===== src/hw/rtl/assert_macros.svh =====
// Assertion macros shared by the decoder RTL.
`ifndef ASSERT_MACROS_SVH
`define ASSERT_MACROS_SVH

// Clocked check, inactive while reset is asserted.
`define ASSERT_CLK(label, prop, msg) \
    label: assert property (@(posedge clk) disable iff (!rst_n) (prop)) else $error(msg);

// Clocked check: cause now implies effect in the next cycle.
`define ASSERT_NEXT(label, cause, effect, msg) \
    label: assert property (@(posedge clk) disable iff (!rst_n) (cause) |=> (effect)) \
        else $error(msg);

`endif


===== src/hw/rtl/u8dec_pkg.sv =====
// Shared types and constants of the UTF-8 to UCS-2 decoder.
`timescale 1ns / 1ps

package u8dec_pkg;

    localparam int unsigned UNIT_W      = 16;
    localparam int unsigned QUEUE_DEPTH = 4;
    localparam int unsigned QPTR_W      = $clog2(QUEUE_DEPTH);
    localparam int unsigned QCNT_W      = $clog2(QUEUE_DEPTH + 1);

    localparam logic [UNIT_W-1:0] REPLACEMENT_CHAR = 16'hFFFD;
    localparam logic [UNIT_W-1:0] BUFFER_LENGTH_RST = 16'd256;

    // Continuation bytes still awaited.
    localparam logic [1:0] PEND_NONE = 2'd0;
    localparam logic [1:0] PEND_ONE  = 2'd1;
    localparam logic [1:0] PEND_TWO  = 2'd2;

    // APB register map
    localparam int unsigned PADDR_W = 2;
    localparam logic [PADDR_W-1:0] ADDR_BUFFER_LENGTH = 2'd0;

    // One queue entry: replacement units first, then an optional tail result
    // (a decoded unit, or the terminator whose value is the unit count).
    typedef struct packed {
        logic [1:0]        rep_count;
        logic              has_tail;
        logic              tail_eos;
        logic [UNIT_W-1:0] tail_value;
    } entry_t;

    typedef struct packed {
        logic   push;
        entry_t entry;
    } q_push_t;

    typedef struct packed {
        logic full;
        logic empty;
    } q_status_t;

endpackage


===== src/hw/rtl/u8dec_if.sv =====
// Stream interfaces: input bytes and result code units.
`timescale 1ns / 1ps

interface u8dec_byte_if;
    logic       valid;
    logic       ready;
    logic [7:0] data_byte;

    modport source (output valid, output data_byte, input ready);
    modport sink   (input valid, input data_byte, output ready);
endinterface

interface u8dec_unit_if;
    logic        valid;
    logic        ready;
    logic [15:0] code_unit;
    logic        end_of_string;
    logic [15:0] units_written;
    logic        last;

    modport source (output valid, output code_unit, output end_of_string,
                    output units_written, output last, input ready);
    modport sink   (input valid, input code_unit, input end_of_string,
                    input units_written, input last, output ready);
endinterface


===== src/hw/rtl/utf8_to_ucs2_decoder.sv =====
// UTF-8 to UCS-2 decoder: bytes of a zero-terminated string in, BMP code units
// out, one transaction per unit. The input takes one byte per clock cycle as long
// as the 4-entry result queue has room; each byte yields zero to three results,
// and the output sends one result per cycle while out_ch.ready is high, so a byte
// with several results holds the output until all are sent. Sustained rate: one
// byte per cycle when each byte gives at most one result and out_ch stays ready;
// bursts (broken sequences) queue and back-pressure the input only once it fills.
// Two- and three-byte sequences are decoded without range checks (overlong forms
// and surrogates pass); broken sequences give U+FFFD for the lead and any held
// middle byte, then the breaking byte is decoded as a fresh lead. At most
// buffer_length-1 units are sent per string; the terminator result (code 0,
// end_of_string set) carries the count in units_written. buffer_length sits at APB
// byte address 0 and should only be written while the block is idle.
`timescale 1ns / 1ps

module utf8_to_ucs2_decoder
    import u8dec_pkg::*;
(
    input  logic               clk,
    input  logic               rst_n,
    u8dec_byte_if.sink         in_ch,
    u8dec_unit_if.source       out_ch,
    input  logic               psel,
    input  logic               penable,
    input  logic               pwrite,
    input  logic [PADDR_W-1:0] paddr,
    input  logic [31:0]        pwdata,
    output logic [31:0]        prdata,
    output logic               pready
);

    logic [UNIT_W-1:0] buffer_length_reg;
    q_push_t           q_push;
    q_status_t         q_status;
    entry_t            head;
    logic              pop;

    // config register, zero-wait-state access phase (pready tied high)
    assign pready = 1'b1;
    assign prdata = (paddr == ADDR_BUFFER_LENGTH) ? {16'b0, buffer_length_reg} : '0;

    always_ff @(posedge clk or negedge rst_n)
    begin
        if (!rst_n)
            buffer_length_reg <= BUFFER_LENGTH_RST;
        else if (psel && penable && pwrite && pready && (paddr == ADDR_BUFFER_LENGTH))
            buffer_length_reg <= pwdata[UNIT_W-1:0];
    end

    // front end: byte classification and sequence state
    u8dec_front u_front (
        .clk           (clk),
        .rst_n         (rst_n),
        .in_ch         (in_ch),
        .buffer_length (buffer_length_reg),
        .q_status      (q_status),
        .q_push        (q_push)
    );

    // decouples byte intake from result delivery
    u8dec_queue u_queue (
        .clk      (clk),
        .rst_n    (rst_n),
        .q_push   (q_push),
        .pop      (pop),
        .q_status (q_status),
        .head     (head)
    );

    // back end: one result transaction per cycle while out_ch.ready is high
    u8dec_back u_back (
        .clk      (clk),
        .rst_n    (rst_n),
        .q_status (q_status),
        .head     (head),
        .pop      (pop),
        .out_ch   (out_ch)
    );

endmodule


===== src/hw/rtl/u8dec_front.sv =====
// Front end: accepts bytes, tracks sequence state, builds at most one queue entry per byte.
`timescale 1ns / 1ps
`include "assert_macros.svh"

module u8dec_front
    import u8dec_pkg::*;
(
    input  logic              clk,
    input  logic              rst_n,
    u8dec_byte_if.sink        in_ch,
    input  logic [UNIT_W-1:0] buffer_length,
    input  q_status_t         q_status,
    output q_push_t           q_push
);

    logic [7:0]        lead_reg, lead_next;
    logic [7:0]        middle_reg, middle_next;
    logic [1:0]        pending_reg, pending_next;
    logic [UNIT_W-1:0] count_reg, count_next;

    logic              fire;
    logic [7:0]        b;
    logic              is_cont;
    logic              two;
    logic [UNIT_W-1:0] cap;
    logic              room0;
    logic              room1;
    logic [1:0]        rep_emit;
    logic [UNIT_W-1:0] cnt1;
    logic [UNIT_W-1:0] code2;
    logic [UNIT_W-1:0] code3;
    entry_t            entry;

    assign in_ch.ready = !q_status.full;
    assign fire        = in_ch.valid && !q_status.full;
    assign b           = in_ch.data_byte;
    assign is_cont     = (b[7:6] == 2'b10);
    assign two         = (lead_reg[7:5] == 3'b110);
    assign cap         = (buffer_length == '0) ? '0 : buffer_length - 16'd1;
    assign room0       = (count_reg < cap);
    assign room1       = ({1'b0, count_reg} + 17'd1) < {1'b0, cap};
    assign code2       = {5'b0, lead_reg[4:0], b[5:0]};
    assign code3       = {lead_reg[3:0], middle_reg[5:0], b[5:0]};

    always_comb
    begin
        lead_next    = lead_reg;
        middle_next  = middle_reg;
        pending_next = pending_reg;
        count_next   = count_reg;
        entry        = '0;
        rep_emit     = 2'd0;
        cnt1         = count_reg;
        if (fire)
        begin
            if ((pending_reg != PEND_NONE) && is_cont)
            begin
                if (two)
                begin
                    pending_next = PEND_NONE;
                    if (room0)
                    begin
                        entry.has_tail   = 1'b1;
                        entry.tail_value = code2;
                        count_next       = count_reg + 16'd1;
                    end
                end
                else if (pending_reg == PEND_TWO)
                begin
                    middle_next  = b;
                    pending_next = PEND_ONE;
                end
                else
                begin
                    pending_next = PEND_NONE;
                    if (room0)
                    begin
                        entry.has_tail   = 1'b1;
                        entry.tail_value = code3;
                        count_next       = count_reg + 16'd1;
                    end
                end
            end
            else
            begin
                // broken sequence: one replacement for the lead, one more for a held middle
                if (pending_reg != PEND_NONE)
                begin
                    if (!two && (pending_reg == PEND_ONE))
                        rep_emit = {1'b0, room0} + {1'b0, room1};
                    else
                        rep_emit = {1'b0, room0};
                end
                cnt1            = count_reg + {14'b0, rep_emit};
                entry.rep_count = rep_emit;
                pending_next    = PEND_NONE;
                count_next      = cnt1;
                if (b == 8'h00)
                begin
                    entry.has_tail   = 1'b1;
                    entry.tail_eos   = 1'b1;
                    entry.tail_value = cnt1;
                    lead_next        = '0;
                    middle_next      = '0;
                    count_next       = '0;
                end
                else if (cnt1 < cap)
                begin
                    if (b[7] == 1'b0)
                    begin
                        entry.has_tail   = 1'b1;
                        entry.tail_value = {8'b0, b};
                        count_next       = cnt1 + 16'd1;
                    end
                    else if (b[7:5] == 3'b110)
                    begin
                        lead_next    = b;
                        pending_next = PEND_ONE;
                    end
                    else if (b[7:4] == 4'b1110)
                    begin
                        lead_next    = b;
                        pending_next = PEND_TWO;
                    end
                    else
                    begin
                        entry.has_tail   = 1'b1;
                        entry.tail_value = REPLACEMENT_CHAR;
                        count_next       = cnt1 + 16'd1;
                    end
                end
            end
        end
    end

    assign q_push.push  = fire && ((entry.rep_count != 2'd0) || entry.has_tail);
    assign q_push.entry = entry;

    always_ff @(posedge clk or negedge rst_n)
    begin
        if (!rst_n)
        begin
            lead_reg    <= '0;
            middle_reg  <= '0;
            pending_reg <= PEND_NONE;
            count_reg   <= '0;
        end
        else
        begin
            lead_reg    <= lead_next;
            middle_reg  <= middle_next;
            pending_reg <= pending_next;
            count_reg   <= count_next;
        end
    end

    `ASSERT_CLK(a_pending_legal, pending_reg != 2'd3, "pending count out of range")
    `ASSERT_NEXT(a_eos_clears, q_push.push && q_push.entry.tail_eos, (count_reg == '0) && (pending_reg == PEND_NONE), "state not cleared after terminator")

endmodule


===== src/hw/rtl/u8dec_queue.sv =====
// Small entry queue between the front end and the result sequencer.
`timescale 1ns / 1ps
`include "assert_macros.svh"

module u8dec_queue
    import u8dec_pkg::*;
(
    input  logic      clk,
    input  logic      rst_n,
    input  q_push_t   q_push,
    input  logic      pop,
    output q_status_t q_status,
    output entry_t    head
);

    entry_t            entries_reg [QUEUE_DEPTH];
    logic [QPTR_W-1:0] wr_ptr_reg;
    logic [QPTR_W-1:0] rd_ptr_reg;
    logic [QCNT_W-1:0] count_reg;

    assign q_status.full  = (count_reg == QCNT_W'(QUEUE_DEPTH));
    assign q_status.empty = (count_reg == '0);
    assign head           = entries_reg[rd_ptr_reg];

    always_ff @(posedge clk)
    begin
        if (q_push.push)
            entries_reg[wr_ptr_reg] <= q_push.entry;
    end

    always_ff @(posedge clk or negedge rst_n)
    begin
        if (!rst_n)
        begin
            wr_ptr_reg <= '0;
            rd_ptr_reg <= '0;
            count_reg  <= '0;
        end
        else
        begin
            if (q_push.push)
                wr_ptr_reg <= wr_ptr_reg + QPTR_W'(1);
            if (pop)
                rd_ptr_reg <= rd_ptr_reg + QPTR_W'(1);
            case ({q_push.push, pop})
                2'b10:   count_reg <= count_reg + QCNT_W'(1);
                2'b01:   count_reg <= count_reg - QCNT_W'(1);
                default: count_reg <= count_reg;
            endcase
        end
    end

    `ASSERT_CLK(a_no_overflow, !(q_push.push && q_status.full), "push into full queue")
    `ASSERT_CLK(a_no_underflow, !(pop && q_status.empty), "pop from empty queue")

endmodule


===== src/hw/rtl/u8dec_back.sv =====
// Back end: walks each queue entry and sends its results one transaction at a time.
`timescale 1ns / 1ps
`include "assert_macros.svh"

module u8dec_back
    import u8dec_pkg::*;
(
    input  logic         clk,
    input  logic         rst_n,
    input  q_status_t    q_status,
    input  entry_t       head,
    output logic         pop,
    u8dec_unit_if.source out_ch
);

    logic [1:0] pos_reg, pos_next;
    logic [1:0] total;
    logic       is_rep;
    logic       is_last;
    logic       fire;

    assign total   = head.rep_count + {1'b0, head.has_tail};
    assign is_rep  = (pos_reg < head.rep_count);
    assign is_last = (pos_reg == (total - 2'd1));
    assign fire    = out_ch.valid && out_ch.ready;
    assign pop     = fire && is_last;

    assign out_ch.valid         = !q_status.empty;
    assign out_ch.code_unit     = is_rep ? REPLACEMENT_CHAR :
                                  (head.tail_eos ? '0 : head.tail_value);
    assign out_ch.end_of_string = !is_rep && head.tail_eos;
    assign out_ch.units_written = (!is_rep && head.tail_eos) ? head.tail_value : '0;
    assign out_ch.last          = is_last;

    always_comb
    begin
        pos_next = pos_reg;
        if (fire)
            pos_next = is_last ? 2'd0 : pos_reg + 2'd1;
    end

    always_ff @(posedge clk or negedge rst_n)
    begin
        if (!rst_n)
            pos_reg <= '0;
        else
            pos_reg <= pos_next;
    end

    `ASSERT_CLK(a_entry_nonempty, q_status.empty || (total != 2'd0), "queued entry carries no result")
    `ASSERT_CLK(a_pos_in_range, q_status.empty || (pos_reg < total), "result index past entry end")

endmodule

===== src/flat_wrapper.sv =====
// flat-port wrapper written by rule: the top's interface ports become plain ports
module utf8_to_ucs2_decoder_flat import u8dec_pkg::*;
  (clk, rst_n, psel, penable, pwrite, paddr, pwdata, prdata, pready, in_ch_valid, in_ch_data_byte, in_ch_ready, out_ch_valid, out_ch_code_unit, out_ch_end_of_string, out_ch_units_written, out_ch_last, out_ch_ready);
  u8dec_byte_if in_ch_i ();
  u8dec_unit_if out_ch_i ();
  input  logic clk;
  input  logic rst_n;
  input  logic psel;
  input  logic penable;
  input  logic pwrite;
  input  logic [PADDR_W-1:0] paddr;
  input  logic [31:0] pwdata;
  output logic [31:0] prdata;
  output logic pready;
  input wire logic [$bits(in_ch_i.valid)-1:0] in_ch_valid;
  input wire logic [$bits(in_ch_i.data_byte)-1:0] in_ch_data_byte;
  output wire logic [$bits(in_ch_i.ready)-1:0] in_ch_ready;
  output wire logic [$bits(out_ch_i.valid)-1:0] out_ch_valid;
  output wire logic [$bits(out_ch_i.code_unit)-1:0] out_ch_code_unit;
  output wire logic [$bits(out_ch_i.end_of_string)-1:0] out_ch_end_of_string;
  output wire logic [$bits(out_ch_i.units_written)-1:0] out_ch_units_written;
  output wire logic [$bits(out_ch_i.last)-1:0] out_ch_last;
  input wire logic [$bits(out_ch_i.ready)-1:0] out_ch_ready;
  assign in_ch_i.valid = in_ch_valid;
  assign in_ch_i.data_byte = in_ch_data_byte;
  assign in_ch_ready = in_ch_i.ready;
  assign out_ch_valid = out_ch_i.valid;
  assign out_ch_code_unit = out_ch_i.code_unit;
  assign out_ch_end_of_string = out_ch_i.end_of_string;
  assign out_ch_units_written = out_ch_i.units_written;
  assign out_ch_last = out_ch_i.last;
  assign out_ch_i.ready = out_ch_ready;
  utf8_to_ucs2_decoder u_core (.clk(clk), .rst_n(rst_n), .in_ch(in_ch_i), .out_ch(out_ch_i), .psel(psel), .penable(penable), .pwrite(pwrite), .paddr(paddr), .pwdata(pwdata), .prdata(prdata), .pready(pready));
endmodule

===== config.mk =====
export PLATFORM = sky130hd
export DESIGN_NAME = utf8_to_ucs2_decoder_flat
export DESIGN_NICKNAME = d
export VERILOG_FILES = /design/src/hw/rtl/u8dec_pkg.sv /design/src/hw/rtl/u8dec_if.sv /design/src/hw/rtl/utf8_to_ucs2_decoder.sv /design/src/hw/rtl/u8dec_front.sv /design/src/hw/rtl/u8dec_queue.sv /design/src/hw/rtl/u8dec_back.sv /design/src/flat_wrapper.sv
export VERILOG_INCLUDE_DIRS = /design/src /design/src/hw/rtl
export SDC_FILE = /design/constraint.sdc
export NUM_CORES = 1
export LEC_CHECK = 0
export ABC_CLOCK_PERIOD_IN_PS = 12300
export CAP_MARGIN = 20
export CORE_MARGIN = 3
export CORE_UTILIZATION = 30
export DETAILED_ROUTE_END_ITERATION = 16
export DONT_BUFFER_PORTS = 1
export HOLD_SLACK_MARGIN = 0.1
export PLACE_DENSITY_LB_ADDON = 0.15
export SYNTH_ARGS = -nofsm -noshare
export SYNTH_HDL_FRONTEND = slang
export SYNTH_HIERARCHICAL = 1
export SYNTH_SLANG_ARGS = --single-unit

===== constraint.sdc =====
create_clock -name clk -period 12.3 [get_ports clk]
set_clock_uncertainty 0.1 [all_clocks]
set_input_delay 2.46 -clock clk [delete_from_list [all_inputs] [get_ports clk]]
set_output_delay 2.46 -clock clk [all_outputs]
set_load 0.03 [all_outputs]

==> results.md <==
* Final setup violating endpoints at 0
* Timing-limited maximum frequency at 0.09565 GHz
* Worst hold path depth at 1
* HPWL Detailed at 18,480 um
* Number of buffers inserted by port buffering at 0
* Leading cell type in the layout, fill and taps excluded: sky130_fd_sc_hd__edfxtp_1
* Nets@finish at 976
* Die height at 180.7 um
* Number of flops mapped to enable cells by yosys at 80
* Total global routing track utilization at 0.1561
* Startpoint-to-endpoint class of the critical path: flip-flop to flip-flop
* Largest register FFs at 80
* Leading cell types in the layout, fill and taps excluded: sky130_fd_sc_hd__edfxtp_1 (80), sky130_fd_sc_hd__nand2_1 (79), sky130_fd_sc_hd__nor2_1 (58), sky130_fd_sc_hd__ha_1 (58), sky130_fd_sc_hd__dfrtp_1 (56)
* Critical path data arrival time at 10.69 ns
* Total length of routed wires at 25,740 um
* TritonCTS buffer count at 17
* Sequential area share after synthesis at 0.4185
* Pins over their slew limit at 0
* Max-slew headroom at 0.1647
* Cell type of the slowest stage on the worst timing path: sky130_fd_sc_hd__a2111oi_0
* Vias at 6,707
* Setup TNS at 0 ns
* Fraction of synthesis flops using an asynchronous set or reset pin at 0.4161
* Effective utilization at floorplan at 0.3064
* Most used flip-flop cell after synthesis: sky130_fd_sc_hd__edfxtp_1
* Total standard cell area after synthesis at 9153 um^2
* CP delay by family, top: compound AO/OA/AOI/OAI gates
* Resized cells post-CTS at 0
* Critical path's largest stage delay at 0.80 ns
* Vias in the first global route at 6,511
* Average cell area after synthesis at 10.44 um^2
* Chip width at 180.7 um
* Detail-routed net length per standard cell at 20.26 um
* DR pass1 iterations at 5
* Number of filler instances in the final layout at 3,031
* Routed Antenna Nets at 0
* Number of unique standard cell types used by synthesis at 83
* Maximum clock path buffer count at 2
* Hold violation count in the final report at 0
* DRC errors left at 0
* Most numerous cell on the critical path: sky130_fd_sc_hd__ha_1
* GP Congestion at 0.8219
* Placeable core area at 29,870 um^2
* CTS tree: done
* Type of element capturing the critical path: flip-flop
* I/O pin count at 118
* Min cycle time layout at 10.46 ns
* Leakage at 4.166 nW
* Warnings, synthesis at 6
* Max Cap Violations at 0
* Outcome: completed
* Initial antenna violation count at 0
* Crit-path max FO at 8
* Clock Sink Count at 137
* Post-route clock period utilization at 0.8500
* CTS H-tree depth at 4
* Area Overhead vs Synth at 10.43%
* CP Launch Type: flip-flop
* Total number of placement rows at 63
* Number of register bits inferred by synthesis at 137
* Power density normalized to cell area at 253.3 nW/um^2
* Worst-case vdd ir drop at 0.00009983 V
* Share of cells above drive strength 1 at 0.1023
* Required time of the critical path at 12.53 ns
* R2r worst-path depth at 35
* Wire length of the first global-routing pass at 39,780 um
* Class of the most critical hold timing path: flip-flop to flip-flop
* Final core utilization at 0.3383
* Antenna diode count at 0
* Setup repair bufs after CTS at 0
* Cell count after synthesis at 877
* Via-to-Cell Ratio at 5.281
* Setup repair after global routing missed its margin: no
* Hold_buf cts at 0
* Starting DRC count in detailed routing at 530
* Total number of cells along the worst setup path at 35
* Insertion delay of the later-clocked pin in the worst-skew pair at 0.43 ns
* Clock-pin slew on the worst setup and hold paths at 0.07 ns
* Number of buffers and inverters on the critical path at 5
* Transition time at the pin with the least slew margin at 1.245 ns
* Overall die area at 32,640 um^2
* Clock tree root buffer cell: sky130_fd_sc_hd__clkbuf_16
* Overflow after GRT at 0
* Pin count of the biggest net entering global routing at 58
==> path summary, 6_finish.rpt <==
path,end,slack (ns),start
max in group asynchronous,u_core/buffer_length_reg[8],10.28,rst_n
min in group asynchronous,u_core/u_front/count_reg[13],1.61,rst_n
worst max-delay path,u_core/u_queue/count_reg[2],1.84,u_core/buffer_length_reg[0]
worst max register to register,u_core/u_queue/count_reg[2],1.84,u_core/buffer_length_reg[0]
worst min register to register,u_core/u_front/lead_reg[7],0.38,u_core/u_front/lead_reg[7]
worst min-delay path,u_core/u_front/lead_reg[7],0.38,u_core/u_front/lead_reg[7]
==> cell type report <==
| cell class | count | area [um^2] | area share |
|---|---|---|---|
| clock buffer | 17 | 425.4 | 0.04209 |
| sequential | 137 | 3830 | 0.3789 |
| tap | 390 | 488.0 | 0.04828 |
| timing repair buffer | 12 | 155.1 | 0.01535 |
| multi-input combinational | 651 | 4851 | 0.4799 |
| clock inverter | 15 | 177.7 | 0.01758 |
| inverter | 48 | 180.2 | 0.01783 |
==> synth_stat cells (all sizes together) (13+ instances only) <==
cell	count	area, um^2
edfxtp	80	2402
nand2	79	296.5
nor2	60	235.2
ha	58	725.7
dfrtp	56	1401
inv	48	180.2
o21ai	40	203.9
a21oi	35	175.2
buf	32	257.8
xnor2	32	280.3
and3	28	175.2
nand3	26	130.1
xor2	26	227.7
and2	25	156.4
clkbuf	24	90.09
mux4	20	457.9
mux2	17	229.0
nor3	17	85.08
a21o	15	120.1
o31ai	13	97.59
==> power breakdown <==
| part | switching, W | internal (W) |
|---|---|---|
| Clock | 0.000249 | 0.000275 |
| Sequential | 0.0000975 | 0.000632 |
| Combinational | 0.000863 | 0.000443 |
==> cell families (layout without fill, tap and decap cells) <==
family	count (synthesis)	count (layout)	synth area share
adders and majority gates	60	60	0.08366
other	2	17	0.0008205
buffers and inverters	104	92	0.05769
and+or+nand+nor	298	298	0.1691
xor gates and xnor gates	58	58	0.05550
AOI/OAI and AO/OA	176	176	0.1342
DFF	137	137	0.4185
muxes	42	42	0.08052
==> per-layer routing <==
layer  vias up  part of all wire  GRT usage
met5         -                 0          0
met4         0             0.012    0.03500
met3        17             0.051    0.02967
met2       192              0.47     0.2503
met1      3299              0.46     0.2196
li1       3199                 -          -
==> worst register-to-register path: cells and delay by family, from the launching register on <==
family	cells	cell delay (ns)
xor gates and xnor gates	3	0.64
and+or+nand+nor	9	2.62
DFF	1	0.49
AOI/OAI and AO/OA	10	3.45
adders and majority gates	8	2.49
buffers and inverters	5	0.59
==> metrics by stage <==
step,instance area [um^2],setup WS [ns],hold WS [ns],power [W],cells
floorplan,9209,3.786,0.3481,0.001762,892
global placement,9409,1.970,0.3648,0.002022,1234
detailed placement,9409,1.883,0.3655,0.002030,1234
CTS,10010,1.827,0.3823,0.002567,1266
global route,10110,1.133,0.4118,0.002742,1270
finish,10110,1.845,0.3833,0.002560,1270
No activity file was read; power rests on OpenSTA's default activity.
